[src/rtl/assert_macros.svh]
// Assertion helpers, clocked on clk_i and quiet while rst_ni is low.
`ifndef ASSERT_MACROS_SVH
`define ASSERT_MACROS_SVH

`define AST_ALWAYS(label, cond, msg) \
  label: assert property (@(posedge clk_i) disable iff (!rst_ni) (cond)) else $error(msg);

`define AST_IMPLY(label, ante, cons, msg) \
  label: assert property (@(posedge clk_i) disable iff (!rst_ni) (ante) |-> (cons)) \
    else $error(msg);

`endif

[src/rtl/sqvs_pkg.sv]
package sqvs_pkg;

  localparam int SLOT_COUNT      = 4096;
  localparam int SINE_TABLE_BITS = 10;
  localparam int CORDIC_STEPS    = 16;
  localparam int DIV_STEPS       = 16;
  localparam int LANES           = 4;

  localparam int LANE_X = 0;
  localparam int LANE_Y = 1;
  localparam int LANE_U = 2;
  localparam int LANE_V = 3;

  localparam logic [15:0] ANGLE_MASK = 16'(32'hFFFF << (16 - SINE_TABLE_BITS));
  localparam logic signed [32:0] CORDIC_X0 = 33'sd652032874;
  localparam logic [28:0] SLOT_C = 29'(SLOT_COUNT);

  localparam logic [31:0] ATAN_STEPS [CORDIC_STEPS] = '{
    32'd536870912, 32'd316933406, 32'd167458907, 32'd85004756,
    32'd42667331,  32'd21354465,  32'd10679838,  32'd5340245,
    32'd2670163,   32'd1335087,   32'd667544,    32'd333772,
    32'd166886,    32'd83443,     32'd41722,     32'd20861
  };

  typedef enum logic [1:0] {
    CFG_SCREEN_W = 2'd0,
    CFG_SCREEN_H = 2'd1,
    CFG_ATLAS_W  = 2'd2,
    CFG_ATLAS_H  = 2'd3
  } cfg_idx_e;

  typedef enum logic [1:0] {
    CORNER_TL = 2'd0,
    CORNER_TR = 2'd1,
    CORNER_BR = 2'd2,
    CORNER_BL = 2'd3
  } corner_e;

  typedef struct packed {
    logic signed [15:0] rect_x;
    logic signed [15:0] rect_y;
    logic [14:0]        rect_w;
    logic [14:0]        rect_h;
    logic signed [15:0] shift_x;
    logic signed [15:0] shift_y;
    logic [12:0]        tex_x;
    logic [12:0]        tex_y;
    logic [13:0]        tex_w;
    logic [13:0]        tex_h;
    logic [15:0]        turn_angle;
    logic [11:0]        slot;
  } item_t;

  typedef struct packed {
    logic [1:0]  corner;
    logic [13:0] vidx;
  } side_t;

  typedef struct packed {
    side_t              side;
    logic signed [16:0] cx;
    logic signed [16:0] cy;
    logic signed [16:0] dx;
    logic signed [16:0] dy;
    logic signed [16:0] tu;
    logic signed [16:0] tv;
    logic [15:0]        angle;
  } vtx_t;

  typedef struct packed {
    vtx_t               vtx;
    logic signed [15:0] s;
    logic signed [15:0] c;
  } rot_t;

  typedef struct packed {
    logic signed [39:0] n;
    logic [15:0]        d;
  } lane_t;

  typedef struct packed {
    logic [15:0] q;
    logic        sat_lo;
    logic        sat_hi;
  } quo_t;

  function automatic logic [11:0] slot_wrap(logic [11:0] s);
    logic [28:0] r;
    r = {17'b0, s};
    for (int i = 11; i >= 0; i--) begin
      if (r >= (SLOT_C << i)) begin
        r = r - (SLOT_C << i);
      end
    end
    return r[11:0];
  endfunction

endpackage

[src/rtl/sqvs_seq.sv]
module sqvs_seq import sqvs_pkg::*; (
  input  logic  clk_i,
  input  logic  rst_ni,
  input  logic  en_i,
  input  logic  in_valid_i,
  input  item_t item_i,
  output logic  in_stall_o,
  output logic  vtx_valid_o,
  output vtx_t  vtx_o
);

  item_t      item_q;
  logic       item_valid_q, item_valid_d;
  logic [1:0] cnt_q;
  logic       done, accept, use_w, use_h;
  logic [16:0] tx_sum, ty_sum;
  logic signed [16:0] u_lo, u_hi, v_lo, v_hi;
  vtx_t       vtx_d, vtx_q;
  logic       vtx_valid_q;

  assign done       = en_i && item_valid_q && (cnt_q == CORNER_BL);
  assign in_stall_o = item_valid_q && !done;
  assign accept     = in_valid_i && !in_stall_o;

  always_comb begin
    item_valid_d = item_valid_q;
    if (accept) begin
      item_valid_d = 1'b1;
    end else if (done) begin
      item_valid_d = 1'b0;
    end
  end

  always_ff @(posedge clk_i or negedge rst_ni) begin
    if (!rst_ni) begin
      item_valid_q <= 1'b0;
      cnt_q        <= 2'd0;
      vtx_valid_q  <= 1'b0;
    end else begin
      item_valid_q <= item_valid_d;
      if (en_i) begin
        vtx_valid_q <= item_valid_q;
        if (item_valid_q) begin
          cnt_q <= cnt_q + 2'd1;
        end
      end
    end
  end

  always_ff @(posedge clk_i) begin
    if (accept) begin
      item_q <= item_i;
    end
    if (en_i) begin
      vtx_q <= vtx_d;
    end
  end

  always_comb begin
    use_w  = (cnt_q == CORNER_TR) || (cnt_q == CORNER_BR);
    use_h  = (cnt_q == CORNER_BR) || (cnt_q == CORNER_BL);
    tx_sum = 17'(item_q.tex_x) + 17'(item_q.tex_w);
    ty_sum = 17'(item_q.tex_y) + 17'(item_q.tex_h);
    u_lo   = signed'({3'b0, item_q.tex_x, 1'b1});
    v_lo   = signed'({3'b0, item_q.tex_y, 1'b1});
    u_hi   = signed'({tx_sum[15:0], 1'b0} - 17'd1);
    v_hi   = signed'({ty_sum[15:0], 1'b0} - 17'd1);

    vtx_d.side.corner = cnt_q;
    vtx_d.side.vidx   = {slot_wrap(item_q.slot), cnt_q};
    vtx_d.cx = 17'(item_q.rect_x) + signed'({3'b0, item_q.rect_w[14:1]});
    vtx_d.cy = 17'(item_q.rect_y) + signed'({3'b0, item_q.rect_h[14:1]});
    vtx_d.dx = 17'(item_q.shift_x) + (use_w ? signed'({2'b0, item_q.rect_w}) : 17'sd0)
               - signed'({3'b0, item_q.rect_w[14:1]});
    vtx_d.dy = 17'(item_q.shift_y) + (use_h ? signed'({2'b0, item_q.rect_h}) : 17'sd0)
               - signed'({3'b0, item_q.rect_h[14:1]});
    vtx_d.tu    = use_w ? u_hi : u_lo;
    vtx_d.tv    = use_h ? v_lo : v_hi;
    vtx_d.angle = item_q.turn_angle;
  end

  assign vtx_valid_o = vtx_valid_q;
  assign vtx_o       = vtx_q;

endmodule

[config.mk]
export PLATFORM = sky130hd
export DESIGN_NAME = sqvs_seq
export DESIGN_NICKNAME = d
export VERILOG_FILES = /design/src/rtl/assert_macros.svh /design/src/rtl/sqvs_pkg.sv /design/src/rtl/sqvs_seq.sv
export SDC_FILE = /design/constraint.sdc
export NUM_CORES = 1
export LEC_CHECK = 0
export BUFFER_PORTS_ARGS = -buffer_cell sky130_fd_sc_hd__buf_2
export CAP_MARGIN = 10
export CORE_AREA = 2 2 188 190
export CTS_CLUSTER_DIAMETER = 150
export DETAILED_ROUTE_END_ITERATION = 8
export DIE_AREA = 0 0 190 192
export MAX_ROUTING_LAYER = met4
export PLACE_DENSITY = 0.69
export SLEW_MARGIN = 5
export SYNTH_ARGS = -nofsm -noshare
export SYNTH_HDL_FRONTEND = slang
export SYNTH_SLANG_ARGS = --single-unit
[constraint.sdc]
create_clock -name clk_i -period 25.5 [get_ports clk_i]
set_clock_uncertainty 0.2 [all_clocks]
set_input_delay 5.1 -clock clk_i [delete_from_list [all_inputs] [get_ports clk_i]]
set_output_delay 5.1 -clock clk_i [all_outputs]
set_load 0.02 [all_outputs]
==> results.ini <==
[global_routing]
grt_max_degree = 177
globalRouteTotalUtil = 0.183
wire_length_of_the_first_global_routing_pass_mm = 50.2
first_global_vias = 9747
overflow = 0
grt_antenna_before_repair = 10

[timing]
finalWorstSetupSlack_ps = 13840
final-hold-violation-count = 0
timing.final.crit_share = 0.457
max_slew.worst_pin.slew_ps = 964
count_of_final_max_slew_check_failures = 0
max_freq_mhz = 85.8
rsz0062_at_grt = no
setup_viol = 0
final.hold.worst_slack_ps = 203
worst_relative_slew_slack = 0.357
finalSetupTns_ps = 0
final_period_minus_worst_setup_slack_ps = 11660

[worst_setup_path]
worstPathRequired_ps = 20200
worstReg2RegStart = cnt_q[0]
cp_top_family = buffers and inverters
critical_path_buf_inv_count = 2
cp_slowest_cell = buf_6
slowest_delay_ps = 580
critPathCaptureType = primary output
path_max_fanout = 86
timing_worst_setup_path_type = primary input to primary output
critical_path.startpoint = en_i
setup.worst_path.start_class = primary input
crit_arrival_ps = 6360
crit_chain = buf_6 -> a21boi_0 -> buf_2

[place]
gp_congestion = 0.846
placement.io_buffers = 313
hpwl_mm = 23.8
place_worst_setup_slack_ps = 13810

[flow_run]
max-cap-violations = 0

[clock_network]
holdBufCountCts = 0
cts_max_level = 2
cts-root-to-sink-buffers = 3
clock-sinks = 310
cts_tree = done
worst_skew_pair_latency_ps = 550
cts.repair_timing.setup_buffer_count = 0
cts_made_buffers = 36
cts_resized = 0
cts.clk_slew.worst_paths_ps = 60
cts_root_buf = clkbuf_16

[drt]
detailedRoute.firstPassIterationCount = 5
first_iter_violations = 585
via_count = 10058
post-route-drc-count = 0
total_routed_length_mm = 32.7
detail_route.vias_per_cell = 5.06
avgRoutedWirePerCell_um = 16.4
ant_nets = 0

[finish]
seq_area_mm2 = 0.00929
area.growth.synth_to_final_pct = 21.5
nFillCells = 2911
share_of_cells_above_drive_strength_1 = 0.255
area_used_by_multi_input_combinational_logic_mm2 = 0.00544
finalNetCount = 1801
utilization_after_layout = 0.541

[synth]
post_synth.cell_area_avg_um2 = 13.2
post_synthesis_cells = 1159
synth_enable_flop_cells = 306
async_set_or_reset_flop_fraction_in_the_synthesized_netlist = 0.0129
yosys_warnings = 0
synth.cell_area_mm2 = 0.0153
sequential_to_total_area_share_from_yosys_stat = 0.608
synth.ff_latch_count = 310
netlist-cell-type-count = 68
prevailing_post_synth_register_cell = edfxtp_1

[floorplanning]
core.rowCount = 68
die_area_mm2 = 0.0365
coreArea_mm2 = 0.0343
io_pins = 316
floorplan.die.height_um = 192
starting_density = 0.446
floorplan.die.width_um = 190

[pwr]
p_leak_uw = 0.00768
max-vdd-ir-drop_mv = 0.0660
cellPowerDensity_mw_per_mm2 = 114

[min_path]
min_from = item_q[21]
holdCritPathClass = flop to flop

[status]
status = completed

==> path summary, 6_finish.rpt <==
check / to / slack, ps / depth (start not counted)
hold / removal: vtx_o[9] / 200 / 0
hold reg to reg: vtx_o[9] / 200 / 0
setup / recovery: in_stall_o / 13840 / 3
max in group asynchronous: cnt_q[1] / 20820 / 1
min in group asynchronous: item_valid_q / 4160 / 1
setup reg to reg: vtx_o[66] / 20730 / 14
==> metrics by stage <==
stage / std cells / instance area (um^2) / power, uW
after detailed placement: 1912 / 17400 / 1620
final: 1987 / 18600 / 2110
after global placement: 1912 / 17400 / 1600
after CTS: 1977 / 18500 / 2140
after global routing: 1987 / 18600 / 2260
after floorplan: 1160 / 15300 / 1410
==> synthesized netlist by cell type, drive strengths merged, types with 14 or more instances <==
cell	number	area, um^2
edfxtp	306	9190
inv	125	469
ha	94	1180
nand2	71	269
o21ai	67	339
xnor2	66	578
nor2	61	229
a21oi	53	273
fa	32	641
nor3	23	115
a21o	22	165
xor2	19	166
nand2b	18	113
nand3	17	85.1
o21a	15	113
or3	14	87.6
==> where the power goes <==
part           switching, uW  total, uW  internal (uW)  leakage (uW)
clock                    200        506            306      0.000567
sequential              41.5        769            728       0.00293
combinational            510        839            329       0.00418
==> registers in the layout (all words and copies together) (netlist names) <==
register and cells:
vtx_o 130, item_q 176, vtx_valid_o 1, cnt_q 2, item_valid_q 1
==> final cells by class <==
type,instances,area share
well taps,455,0.0307
inverters,125,0.0253
diodes,10,0.00135
repair buffers,316,0.0866
clock buffers,50,0.0541
flip-flops and latches,310,0.500
clock inverters,15,0.00836
multi-input cells,706,0.293
==> layer usage <==
| layer | wire (um) | GRT usage | up-vias | part of all wire |
|---|---|---|---|---|
| li1 | - | - | 4919 | - |
| met3 | 2420 | 0.0499 | 62 | 0.074 |
| met2 | 15400 | 0.286 | 321 | 0.47 |
| met4 | 966 | 0.0671 | 0 | 0.030 |
| met5 | 0 | - | - | 0 |
| met1 | 13900 | 0.229 | 4756 | 0.43 |
==> worst reg2reg max path, cell delays in order, from the launching register on <==
cell     delay [ps]
dfrtp_1         410
ha_1            220
or2_2           600
nand2_1         170
fa_1            500
inv_1            70
fa_1            470
a21o_1          180
a21oi_1         280
o21a_1          190
o31ai_1         130
o41ai_1         540
o21ai_0         290
a21o_1          230
a21oi_1         140
==> logic make-up after synthesis <==
kind of cell	share of synthesized area
buffers and inverters	0.0366
flip-flops	0.608
XOR/XNOR	0.0487
other	0.000245
AND/OR/NAND/NOR	0.0812
adder cells (fa/ha/maj)	0.119
AO/OA/AOI/OAI	0.105
multiplexers	0.00139
==> layout by cell type, fill, tap and decap left out, types with 19 or more instances in the layout <==
cell,synthesis,final
fa_1,32,32
nor3_1,23,23
buf_2,3,312
nand2_1,70,70
a21oi_1,51,51
o21ai_0,63,63
clkbuf_16,0,37
xor2_1,19,19
nor2_1,61,61
inv_1,125,125
a21o_1,22,22
edfxtp_1,306,306
ha_1,94,94
xnor2_1,66,66
Power figures use the tool's default switching activity.
