[src/rtl/assert_macros.svh]
// Assertion helpers, clocked on clk_i and quiet while rst_ni is low.
`ifndef ASSERT_MACROS_SVH
`define ASSERT_MACROS_SVH

`define AST_ALWAYS(label, cond, msg) \
  label: assert property (@(posedge clk_i) disable iff (!rst_ni) (cond)) else $error(msg);

`define AST_IMPLY(label, ante, cons, msg) \
  label: assert property (@(posedge clk_i) disable iff (!rst_ni) (ante) |-> (cons)) \
    else $error(msg);

`endif

[src/rtl/sqvs_pkg.sv]
package sqvs_pkg;

  localparam int SLOT_COUNT      = 4096;
  localparam int SINE_TABLE_BITS = 10;
  localparam int CORDIC_STEPS    = 16;
  localparam int DIV_STEPS       = 16;
  localparam int LANES           = 4;

  localparam int LANE_X = 0;
  localparam int LANE_Y = 1;
  localparam int LANE_U = 2;
  localparam int LANE_V = 3;

  localparam logic [15:0] ANGLE_MASK = 16'(32'hFFFF << (16 - SINE_TABLE_BITS));
  localparam logic signed [32:0] CORDIC_X0 = 33'sd652032874;
  localparam logic [28:0] SLOT_C = 29'(SLOT_COUNT);

  localparam logic [31:0] ATAN_STEPS [CORDIC_STEPS] = '{
    32'd536870912, 32'd316933406, 32'd167458907, 32'd85004756,
    32'd42667331,  32'd21354465,  32'd10679838,  32'd5340245,
    32'd2670163,   32'd1335087,   32'd667544,    32'd333772,
    32'd166886,    32'd83443,     32'd41722,     32'd20861
  };

  typedef enum logic [1:0] {
    CFG_SCREEN_W = 2'd0,
    CFG_SCREEN_H = 2'd1,
    CFG_ATLAS_W  = 2'd2,
    CFG_ATLAS_H  = 2'd3
  } cfg_idx_e;

  typedef enum logic [1:0] {
    CORNER_TL = 2'd0,
    CORNER_TR = 2'd1,
    CORNER_BR = 2'd2,
    CORNER_BL = 2'd3
  } corner_e;

  typedef struct packed {
    logic signed [15:0] rect_x;
    logic signed [15:0] rect_y;
    logic [14:0]        rect_w;
    logic [14:0]        rect_h;
    logic signed [15:0] shift_x;
    logic signed [15:0] shift_y;
    logic [12:0]        tex_x;
    logic [12:0]        tex_y;
    logic [13:0]        tex_w;
    logic [13:0]        tex_h;
    logic [15:0]        turn_angle;
    logic [11:0]        slot;
  } item_t;

  typedef struct packed {
    logic [1:0]  corner;
    logic [13:0] vidx;
  } side_t;

  typedef struct packed {
    side_t              side;
    logic signed [16:0] cx;
    logic signed [16:0] cy;
    logic signed [16:0] dx;
    logic signed [16:0] dy;
    logic signed [16:0] tu;
    logic signed [16:0] tv;
    logic [15:0]        angle;
  } vtx_t;

  typedef struct packed {
    vtx_t               vtx;
    logic signed [15:0] s;
    logic signed [15:0] c;
  } rot_t;

  typedef struct packed {
    logic signed [39:0] n;
    logic [15:0]        d;
  } lane_t;

  typedef struct packed {
    logic [15:0] q;
    logic        sat_lo;
    logic        sat_hi;
  } quo_t;

  function automatic logic [11:0] slot_wrap(logic [11:0] s);
    logic [28:0] r;
    r = {17'b0, s};
    for (int i = 11; i >= 0; i--) begin
      if (r >= (SLOT_C << i)) begin
        r = r - (SLOT_C << i);
      end
    end
    return r[11:0];
  endfunction

endpackage

[src/rtl/sqvs_geom.sv]
module sqvs_geom import sqvs_pkg::*; (
  input  logic        clk_i,
  input  logic        rst_ni,
  input  logic        en_i,
  input  logic [14:0] scr_w_i,
  input  logic [14:0] scr_h_i,
  input  logic [13:0] atl_w_i,
  input  logic [13:0] atl_h_i,
  input  logic        valid_i,
  input  rot_t        rot_i,
  output logic        valid_o,
  output side_t       side_o,
  output lane_t       lane_o [LANES]
);

  logic               a_valid_q, b_valid_q, c_valid_q;
  side_t              a_side_q, b_side_q, c_side_q;
  logic signed [16:0] a_cx_q, a_cy_q, a_tu_q, a_tv_q, b_tu_q, b_tv_q;
  logic signed [32:0] a_xc_q, a_ys_q, a_xs_q, a_yc_q;
  logic signed [35:0] b_px_q, b_py_q;
  lane_t              c_lane_q [LANES];

  always_ff @(posedge clk_i or negedge rst_ni) begin
    if (!rst_ni) begin
      a_valid_q <= 1'b0;
      b_valid_q <= 1'b0;
      c_valid_q <= 1'b0;
    end else if (en_i) begin
      a_valid_q <= valid_i;
      b_valid_q <= a_valid_q;
      c_valid_q <= b_valid_q;
    end
  end

  always_ff @(posedge clk_i) begin
    if (en_i) begin
      a_side_q <= rot_i.vtx.side;
      a_cx_q   <= rot_i.vtx.cx;
      a_cy_q   <= rot_i.vtx.cy;
      a_tu_q   <= rot_i.vtx.tu;
      a_tv_q   <= rot_i.vtx.tv;
      a_xc_q   <= 33'(rot_i.vtx.dx) * 33'(rot_i.c);
      a_ys_q   <= 33'(rot_i.vtx.dy) * 33'(rot_i.s);
      a_xs_q   <= 33'(rot_i.vtx.dx) * 33'(rot_i.s);
      a_yc_q   <= 33'(rot_i.vtx.dy) * 33'(rot_i.c);

      b_side_q <= a_side_q;
      b_tu_q   <= a_tu_q;
      b_tv_q   <= a_tv_q;
      b_px_q   <= (36'(a_cx_q) <<< 14) + 36'(a_xc_q) - 36'(a_ys_q);
      b_py_q   <= (36'(a_cy_q) <<< 14) + 36'(a_xs_q) + 36'(a_yc_q);

      // position lanes: 4p + 32769*sz biases the quotient into 0..65535
      c_side_q           <= b_side_q;
      c_lane_q[LANE_X].n <= signed'((40'(b_px_q) <<< 2) + {10'b0, scr_w_i, 15'b0}
                                    + 40'(scr_w_i));
      c_lane_q[LANE_X].d <= {scr_w_i, 1'b0};
      c_lane_q[LANE_Y].n <= signed'((40'(b_py_q) <<< 2) + {10'b0, scr_h_i, 15'b0}
                                    + 40'(scr_h_i));
      c_lane_q[LANE_Y].d <= {scr_h_i, 1'b0};
      c_lane_q[LANE_U].n <= signed'((40'(b_tu_q) <<< 15) + 40'(atl_w_i));
      c_lane_q[LANE_U].d <= {1'b0, atl_w_i, 1'b0};
      c_lane_q[LANE_V].n <= signed'((40'(b_tv_q) <<< 15) + 40'(atl_h_i));
      c_lane_q[LANE_V].d <= {1'b0, atl_h_i, 1'b0};
    end
  end

  assign valid_o = c_valid_q;
  assign side_o  = c_side_q;
  assign lane_o  = c_lane_q;

endmodule

[config.mk]
export PLATFORM = sky130hd
export DESIGN_NAME = sqvs_geom
export DESIGN_NICKNAME = d
export VERILOG_FILES = /design/src/rtl/assert_macros.svh /design/src/rtl/sqvs_pkg.sv /design/src/rtl/sqvs_geom.sv
export SDC_FILE = /design/constraint.sdc
export NUM_CORES = 2
export LEC_CHECK = 0
export BUFFER_PORTS_ARGS = -buffer_cell sky130_fd_sc_hd__buf_2
export CAP_MARGIN = 20
export CORE_MARGIN = 5
export CORE_UTILIZATION = 40
export DETAILED_ROUTE_END_ITERATION = 12
export MAX_ROUTING_LAYER = met4
export PLACE_DENSITY_LB_ADDON = 0.3
export REMOVE_ABC_BUFFERS = 1
export SYNTH_ARGS = -nofsm -noshare
export SYNTH_HDL_FRONTEND = slang
export SYNTH_SLANG_ARGS = --single-unit
[constraint.sdc]
create_clock -name clk_i -period 4.97 [get_ports clk_i]
set_input_delay 0.994 -clock clk_i [delete_from_list [all_inputs] [get_ports clk_i]]
set_output_delay 0.994 -clock clk_i [all_outputs]
set_load 0.005 [all_outputs]
==> metrics.txt <==
Buffers & Inverters on Critical Path 7; Slew @ Worst Pin 0.888 ns; Max-cap violations 0; detailed-routing iteration count for the pre-antenna-repair pass 5; yosys synthesis warning count 0; Worst path max stage delay roughly 0.54 ns; flops & latches, synth between 500 and 600; I/O pin count ~470; via count of the routed design 46.5k; total wirelength of the detailed-routed design around 180000 um; Tcrit/Tclk final 125%; Fin. Hold Viols 0; share of cells above drive strength 1 between 20 and 30%; maximum clock frequency 160 MHz; cts bufs inserted 60; die area around 170000 um^2; setup slack at placement -2.51 ns; share of synthesized registers carrying an async set or reset less than 1%; most frequent cell on the critical path sky130_fd_sc_hd__fa_1; Die Y roughly 400 um; Max stage delay cell, worst path sky130_fd_sc_hd__fa_1; count of final setup violators 88; required time worst endpoint about 5.4 ns; Worst path top cell family by delay adder cells; Iter 0 DRT Violations roughly 2.9k; Std-Cell Core Area ~160000 um^2; first-pass GRT wire length around 270000 um; crit path max fanout 6; vias in the first global route 49.2k; syn_area_per_cell about 11 um^2; top flip-flop cell by instance count after synthesis sky130_fd_sc_hd__edfxtp_1; initial standard-cell utilization of the core about two fifths; run status finished, violations left; global placement routability congestion just over 0.9; startpoint class of the critical path primary input; antenna viol nets, final 0; post-DR wirelength/cell roughly 18 um; nets roughly 9.2k; number of buffer cells added on primary ports between 400 and 500; clock insertion delay at the later pin of the skew report 0.67 ns; GRT Resource Usage Total between 20% and 30%; pin count of the biggest net entering global routing 98; via-per-instance ratio 4.89; antenna violations before repair 7; count of standard-cell rows roughly 150; TritonCTS clock tree done; class of the tightest hold or removal check in2async; number of standard cells after synthesis 6155; area growth from synthesis to final layout 28.4%; Worst-path clk slew approximately 0.060 ns; total of fill cells in the finished design ~14k; start-to-end type of the worst setup path in2reg; overall die width just over 400 um; post-synthesis sequential area ratio 24.1%; buffer depth of the longest clock path 3; total DRC errors in the routed layout 0; maximum clock skew at final layout approximately 0.03 ns; post-detailed-placement half-perimeter wirelength ~140000 um; clock period minus final worst setup slack approximately 6.2 ns; CTS sink cnt roughly 520; final worst-path setup slack -1.26 ns; arrival time worst endpoint around 6.6 ns; crit path cell chain buf_12 -> buf_12 -> buf_12 -> and2_4 -> fa_1 -> inv_1 -> fa_1 -> fa_1 -> inv_1 -> fa_1 -> fa_1 -> inv_2 -> fa_1 -> inv_2 -> ha_4 -> and3_4 -> o211ai_1 -> o21ai_2 -> nand3_4 -> a21oi_4 -> o31ai_4 -> a21oi_2 -> nor4_1 -> a311o_1; number of H-tree levels 2; root cell of the clock tree sky130_fd_sc_hd__clkbuf_16; Hold-fix buffers, CTS 0; final global-route overflow total 0; Post-synth EDFFs 518; normalized max-slew margin 40.4%; Pins Over Slew Limit 0; violations in the final reports setup timing; Mapped Area 64700 um^2; count of different cell masters after synthesis between 60 and 70; setup repair after global routing missed its margin yes; kind of end point of the critical path flip-flop; hold_ws roughly 0.13 ns
## cells by family (layout without fill, tap and decap cells)
kind of cell,Yosys count,count (layout),synth area share (%)
mux,4,4,0.0676
flops,521,521,24.1
simple gates,1487,1487,11.4
xor+xnor,256,256,3.46
compound gates,644,644,6.45
fa+ha+maj,1632,1632,44.8
other cells,1,10,0.00579
buf+inv,1610,2810,9.67
## state kept, by name, summed over array words and instances, names as in the netlist, 17 cells and up
register and flops:
a_tv_q 17, b_tv_q 17, a_cy_q 17, a_yc_q 33, b_py_q 35, b_px_q 35
a_xs_q 33, a_cx_q 17, a_tu_q 17, b_tu_q 17, lane_o 166, a_ys_q 33
a_xc_q 33
## path summary, 6_finish.rpt
path	startpoint	endpoint	slack (ns)	cells past startpoint
worst max register to register	a_xc_q[1]	b_px_q[27]	0.91	12
worst min register to register	b_tv_q[12]	lane_o[43]	0.40	0
max in group asynchronous	rst_ni	b_valid_q	4.73	1
worst min-delay path	rst_ni	a_valid_q	0.13	1
worst max-delay path	rot_i[88]	a_yc_q[32]	-1.26	24
min in group clk_i	b_tv_q[12]	lane_o[43]	0.40	0
## area by class of cell
cell class              count  area, um^2  share of cell area (%)
diodes                      2        5.00                 0.00602
well taps                2160        2700                    3.25
inverters                1345        5060                    6.08
clock inverters            34         442                   0.531
flip-flops and latches    521       15600                    18.8
repair buffers           1356       11700                    14.0
multi-input cells        4031       46000                    55.4
clock buffers              75        1590                    1.91
## worst register-to-register path: stages (launching register included)
cell                       delay, ns
sky130_fd_sc_hd__edfxtp_1       0.43
sky130_fd_sc_hd__ha_1           0.32
sky130_fd_sc_hd__ha_1           0.22
sky130_fd_sc_hd__fa_1           0.46
sky130_fd_sc_hd__a21o_1         0.22
sky130_fd_sc_hd__a221oi_2       0.32
sky130_fd_sc_hd__nor3_1         0.14
sky130_fd_sc_hd__o31ai_1        0.49
sky130_fd_sc_hd__a311oi_1       0.35
sky130_fd_sc_hd__or2_2          0.42
sky130_fd_sc_hd__a21o_1         0.18
sky130_fd_sc_hd__a21oi_1        0.16
sky130_fd_sc_hd__xnor2_1        0.09
## cell usage in the layout, fill, tap and decap left out, drive strengths merged, types with 17 or more instances in the layout
| cell | count |
|---|---|
| a31oi | 19 |
| a21o | 102 |
| edfxtp | 518 |
| ha | 486 |
| and3 | 20 |
| buf | 1345 |
| o21a | 32 |
| inv | 1351 |
| a21oi | 201 |
| xnor2 | 200 |
| nand3 | 45 |
| nand4 | 17 |
| nand2 | 600 |
| xor2 | 56 |
| fa | 1146 |
| nor2 | 151 |
| clkbuf | 85 |
| and2 | 523 |
| clkinv | 17 |
| nand2b | 40 |
| a211oi | 22 |
| o31ai | 19 |
| nor3 | 30 |
| o21ai | 112 |
| nor2b | 22 |
| o21bai | 41 |
## synth_stat cells (5+ instances only)
library cell | n | area, um^2
sky130_fd_sc_hd__xnor2_1 | 200 | 1750
sky130_fd_sc_hd__a21oi_1 | 200 | 1000
sky130_fd_sc_hd__o21a_1 | 32 | 240
sky130_fd_sc_hd__nor3_1 | 28 | 140
sky130_fd_sc_hd__edfxtp_1 | 518 | 15600
sky130_fd_sc_hd__nand3_1 | 45 | 225
sky130_fd_sc_hd__nand2b_1 | 40 | 250
sky130_fd_sc_hd__nand2_1 | 600 | 2250
sky130_fd_sc_hd__xor2_1 | 56 | 490
sky130_fd_sc_hd__o211ai_1 | 12 | 90.1
sky130_fd_sc_hd__fa_1 | 1146 | 22900
sky130_fd_sc_hd__a31oi_1 | 19 | 119
sky130_fd_sc_hd__and2_1 | 523 | 3270
sky130_fd_sc_hd__a211oi_1 | 22 | 165
sky130_fd_sc_hd__a41oi_1 | 6 | 52.6
sky130_fd_sc_hd__nor4_1 | 7 | 43.8
sky130_fd_sc_hd__o21ai_0 | 110 | 551
sky130_fd_sc_hd__nand3b_1 | 6 | 45.0
sky130_fd_sc_hd__clkbuf_1 | 206 | 773
sky130_fd_sc_hd__inv_1 | 1343 | 5040
sky130_fd_sc_hd__and3_1 | 20 | 125
sky130_fd_sc_hd__a31o_2 | 8 | 70.1
sky130_fd_sc_hd__nor2b_1 | 22 | 138
sky130_fd_sc_hd__ha_1 | 486 | 6080
sky130_fd_sc_hd__a221oi_1 | 6 | 52.6
sky130_fd_sc_hd__o21bai_1 | 41 | 308
sky130_fd_sc_hd__nand4_1 | 17 | 106
sky130_fd_sc_hd__and4_1 | 6 | 52.6
sky130_fd_sc_hd__nor2_1 | 151 | 567
sky130_fd_sc_hd__o31ai_1 | 19 | 143
sky130_fd_sc_hd__a2111oi_0 | 9 | 78.8
sky130_fd_sc_hd__or2_2 | 7 | 43.8
sky130_fd_sc_hd__o22ai_1 | 5 | 31.3
sky130_fd_sc_hd__or3_1 | 12 | 75.1
sky130_fd_sc_hd__buf_4 | 58 | 435
sky130_fd_sc_hd__a21o_1 | 102 | 766
## stage by stage
| step | std cells | instance area [um^2] | utilization, % | setup TNS (ns) |
|---|---|---|---|---|
| after floorplan | 5897 | 63600 | - | -94.51 |
| after detailed placement | 9240 | 74600 | 46.4 | -180.37 |
| final | 9524 | 83100 | 51.7 | -70.26 |
| after global routing | 9523 | 83100 | 51.7 | -81.44 |
| after global placement | 9240 | 74600 | 46.4 | -174.35 |
| after CTS | 9417 | 79900 | 49.7 | -67.95 |
## repair_timing
item / in CTS / in global routing
gates cloned: 1 / 9
hold endpoints to repair: 0 / 0
gates resized for setup: 641 / 597
setup buffers: 80 / 126
setup endpoints to repair: 92 / 91
pin swaps: 316 / 417
## layer usage
layer	global-route usage [%]	wire, um
met1	27.6	72800
met2	34.6	86000
met3	2.68	11000
met4	5.71	5880
met5	-	0
Power is left out: the tool's default activity adds up to more than one toggle a clock period on the data nets, which glitch-free logic cannot reach.
